`src/hw/rtl/dpp_pkg.sv`:
```
`timescale 1ns / 1ps
`default_nettype none
// ----------------------------------------------------------------------------
// dpp_pkg: shared types and constants of the dominance pruning picker
// Table sizes, input modes and the cell control struct.
// ----------------------------------------------------------------------------
package dpp_pkg;

  localparam int unsigned MaxEntries = 32;
  localparam int unsigned NumColumns = 16;
  localparam int unsigned BoundBits  = 8;
  localparam int unsigned RhsBits    = 16;
  localparam int unsigned SlotBits   = 5;
  localparam int unsigned CountBits  = $clog2(MaxEntries + 1);
  localparam int unsigned ColBits    = 4;

  typedef logic [BoundBits-1:0] bound_t;
  typedef bound_t [NumColumns-1:0] lhs_t;
  typedef logic [RhsBits-1:0] rhs_t;

  typedef enum logic [1:0] {
    ModeClear = 2'd0,
    ModeElem  = 2'd1,
    ModeClose = 2'd2,
    ModeDrain = 2'd3
  } mode_e;

  // Command from the controller to every cell.
  typedef struct packed {
    logic shift;   // rotate the chain by one cell
    logic load;    // write the candidate into cell count (the new tail)
    logic prune;   // apply candidate to the head cell before it moves
    lhs_t lhs;
    rhs_t cand;
  } cell_ctl_t;

  function automatic logic gen_le(input lhs_t a, input lhs_t b);
    logic ok;
    ok = 1'b1;
    for (int c = 0; c < NumColumns; c++) begin
      if (a[c] > b[c]) ok = 1'b0;
    end
    return ok;
  endfunction

endpackage
`default_nettype wire

```
`src/hw/rtl/dpp_cell.sv`:
```
`timescale 1ns / 1ps
`default_nettype none
// ----------------------------------------------------------------------------
// dpp_cell: one table entry of the rotating chain
// Holds bounds and bitset; passes them to the next cell on shift.
// ----------------------------------------------------------------------------
module dpp_cell (
  input  wire logic              clk_i,
  input  wire dpp_pkg::cell_ctl_t ctl_i,
  input  wire logic              is_tail_i,
  input  wire dpp_pkg::lhs_t     lhs_i,
  input  wire dpp_pkg::rhs_t     rhs_i,
  output dpp_pkg::lhs_t          lhs_o,
  output dpp_pkg::rhs_t          rhs_o
);

  dpp_pkg::lhs_t lhs_q;
  dpp_pkg::rhs_t rhs_q;

  always_ff @(posedge clk_i) begin
    if (ctl_i.load && is_tail_i) begin
      lhs_q <= ctl_i.lhs;
      rhs_q <= ctl_i.cand;
    end else if (ctl_i.shift) begin
      lhs_q <= lhs_i;
      rhs_q <= rhs_i;
    end
  end

  assign lhs_o = lhs_q;
  assign rhs_o = rhs_q;

endmodule
`default_nettype wire

```
`config.mk`:
```
export PLATFORM = sky130hd
export DESIGN_NAME = dpp_cell
export DESIGN_NICKNAME = d
export VERILOG_FILES = /design/src/hw/rtl/dpp_pkg.sv /design/src/hw/rtl/dpp_cell.sv
export SDC_FILE = /design/constraint.sdc
export NUM_CORES = 1
export LEC_CHECK = 0
export BUFFER_PORTS_ARGS = -buffer_cell sky130_fd_sc_hd__buf_2
export CELL_PAD_IN_SITES_DETAIL_PLACEMENT = 1
export CELL_PAD_IN_SITES_GLOBAL_PLACEMENT = 2
export CORE_AREA = 2 2 172 174
export DETAILED_ROUTE_END_ITERATION = 6
export DIE_AREA = 0 0 174 176
export PLACE_DENSITY_LB_ADDON = 0.1
export SYNTH_ARGS = -nofsm -noshare
export SYNTH_HDL_FRONTEND = slang
export SYNTH_SLANG_ARGS = --single-unit
```
`constraint.sdc`:
```
create_clock -name clk_i -period 12.15 [get_ports clk_i]
set_input_delay 0.6075 -clock clk_i [delete_from_list [all_inputs] [get_ports clk_i]]
set_output_delay 0.6075 -clock clk_i [all_outputs]
set_load 0.02 [all_outputs]
```
Word level (Yosys, flattened, before mapping)
Cells that the tools add are included. Widths: inputs -> output; s select.

Bits in registers: 144. Output and inout bits: 144. Logic and storage cells: 23.

Multiplexer cells: 4. Reductions and logical operators: 2.

Operators with widths (number): $mux 128 (2); $mux 16 (2); $reduce_bool 2->1 (1); $logic_and 1x1->1 (1).

Longest topological paths before layout
Depth in word-level cells: 2. Gate-level depth with buffers: 4. Mapped depth without buffers: 2.

Worst setup path before layout
OpenSTA, ideal clock, no wires.

Path kind: input -> register. Start: input port ctl_i[145] in the netlist's numbering. End: register lhs_q (netlist bit lhs_o[0]), enable pin. Arrival: 4264 ps. Data required time: 11621 ps. Path slack: 7356 ps. Cell stages on the path: 4. Cells stage by stage: nand2_2 -> buf_6 -> buf_6 -> nand2b_1.

Longest elaborated chain between the ends: 2.

RTL lines: start, declared (RTL line dpp_cell.sv:9) `input wire dpp_pkg::cell_ctl_t ctl_i,`; $logic_and 1x1->1 (RTL line dpp_cell.sv:21) `if (ctl_i.load && is_tail_i) begin`; $reduce_bool 2->1 (no line); end signal, assigned (RTL line dpp_cell.sv:22) `lhs_q <= ctl_i.lhs;`; end signal, assigned (RTL line dpp_cell.sv:25) `lhs_q <= lhs_i;`; end, declared (RTL line dpp_cell.sv:17) `dpp_pkg::lhs_t lhs_q;`.

No other way between the ends. A chain may end at the register's enable or synchronous reset.

Worst setup path in the final report
Start: input port ctl_i[145] in the netlist's numbering. End: register lhs_q (netlist bit lhs_o[91]), enable pin.

The elaborated chain is that of the path after synthesis.

==> results.toml <==
[clock_tree]
postCtsResizedCells = 0
cts_buffers = 17
cts_buffer_depth = 2
cts.hold.buffers_added = 0
cts_tree = "built"
cts.sinks = 144
clkTransAtPathRegs_ps = 60
clock-root-buffer = "clkbuf_16"
cts_max_level = 4
post_cts_buffers = 0

[route]
post_drt_wl_per_cell_um = 18.46
postRouteWirelength_um = 21120
drc = 0
via_per_inst = 3.955
dr.pass1.iters = 5
antenna_left = 0
drtIter0Drc = 147
num_vias = 4525

[cells_and_area]
layout-drive-gt1-share_pct = 74.27
final_common_cell = "buf_2"
fin_area_um2 = 9270
nets = 1039
area_delta_synth_final_pct = 52.70
n_fill_cell = 3236
seqCellArea_um2 = 4324
final_cell_count_no_fill = 1144
layout_common_cells = "435 x buf_2, 144 x edfxtp_1, 95 x mux2_2"
multi_input_area_um2 = 1655

[placement]
place_area_um2 = 8652
gp_congestion = 0.8085
port_buffers = 435
post-dp-hpwl_um = 16230
placed_cells = 1111

[global_routing]
grt_max_degree = 83
grt.overflow.total = 0
grt_first_pass_wirelength_um = 30500
antenna_found_initial = 4
grt_pass1_vias = 4998
track_usage_pct = 13.56

[logic_synthesis]
ys_seq_area_share_pct = 71.23
yosysTopAreaCellShare_pct = 71.23
synth_cell_types = 7
synth_cells = 305
synth.area.top_cells = "edfxtp_1 71%, mux2_2 18%, mux2_1 9.1%"
ys_warn_count = 0
syn_nets = 598
ys_ff_latch = 144
syn_area_um2 = 6071
yosysTopAreaCell = "edfxtp_1"
synth.avg_cell_area_um2 = 19.90

[critical_path]
critPathCaptureType = "flip-flop"
crit_required_ps = 12180
cp_max_fo = 82
critical_path_class = "in2reg"
cp-start-kind = "primary input"
critPathArrivalTime_ps = 2990

[pwr]
power_density_nw_per_um2 = 154.2
ir_drop_v = 0.00007574
total_power_mw = 1.429
p_leak_nw = 4.058

[timing]
slew_viol_final = 0
tightest_slew_ps = 1105
finalSetupTns_ps = 0
fin_hold_ws_ps = 478.9
slew_headroom_pct = 26.36
setup-violations-final = 0
max_freq_ghz = 0.3375
hold_violations = 0
fin_crit_ps = 2963
rsz0062_at_grt = "no"
finalCritPeriodShare_pct = 24.39

[floorplanning]
start_util_pct = 21.27
die_width_um = 174
rows = 62
io_pins = 437
die_area_um2 = 30620
core_area_um2 = 28550
die_h_um = 176

[outcome]
status = "finished clean"

[job]
max_cap_viol_count = 0

[min_path]
hold_class = "in2reg"
==> sequential cells by signal, summed over array words and instances, names as in the netlist <==
register  count
lhs_o       128
rhs_o        16
==> synthesized netlist by cell type (all sizes together) <==
library cell and number:
mux2 144, edfxtp 144, nand2b 1, nand2 1, buf 15
==> worst paths after layout <==
kind,startpoint,depth (start not counted),to,slack (ps)
worst min-delay path,ctl_i[130],2,lhs_o[114],480
worst max-delay path,ctl_i[145],4,lhs_o[91],9190
==> critical path, stage by stage <==
cell      delay, ps
buf_2           130
nand2_8         320
nand2b_4        820
buf_4           950
==> metrics by stage <==
stage	setup slack [ps]	utilization [%]
after floorplan	7356	-
after global placement	8676	30.31
after detailed placement	8607	30.31
after CTS	9061	32.46
after global routing	8907	32.47
final	9187	32.47
==> where the power goes <==
| part | switching [mW] | internal [mW] | total [mW] |
|---|---|---|---|
| combinational | 0.143 | 0.0998 | 0.243 |
| clock | 0.215 | 0.345 | 0.560 |
| sequential | 0.0131 | 0.614 | 0.627 |
==> kinds of logic (layout without fill, tap and decap cells) <==
| group | count (synthesis) | in the layout | synth area share, % |
|---|---|---|---|
| buf+inv | 15 | 468 | 1.855 |
| other cells | 0 | 2 | 0 |
| mux | 144 | 144 | 26.71 |
| flops | 144 | 144 | 71.23 |
| simple gates | 2 | 2 | 0.2062 |
==> layer usage <==
layer  track usage, %  part of all wire (%)
met1            13.56                    34
met2            25.12                    53
met3            6.309                    11
met4            3.957                   1.4
met5                0                  0.14
==> area by class of cell <==
class	count	share of cell area, %
tap	384	5.183
sequential	144	46.65
antenna	2	0.05399
timing repair buffer	437	23.65
clock inverter	12	1.944
multi-input combinational	146	17.86
clock buffer	19	4.670
Power figures use the tool's default switching activity.
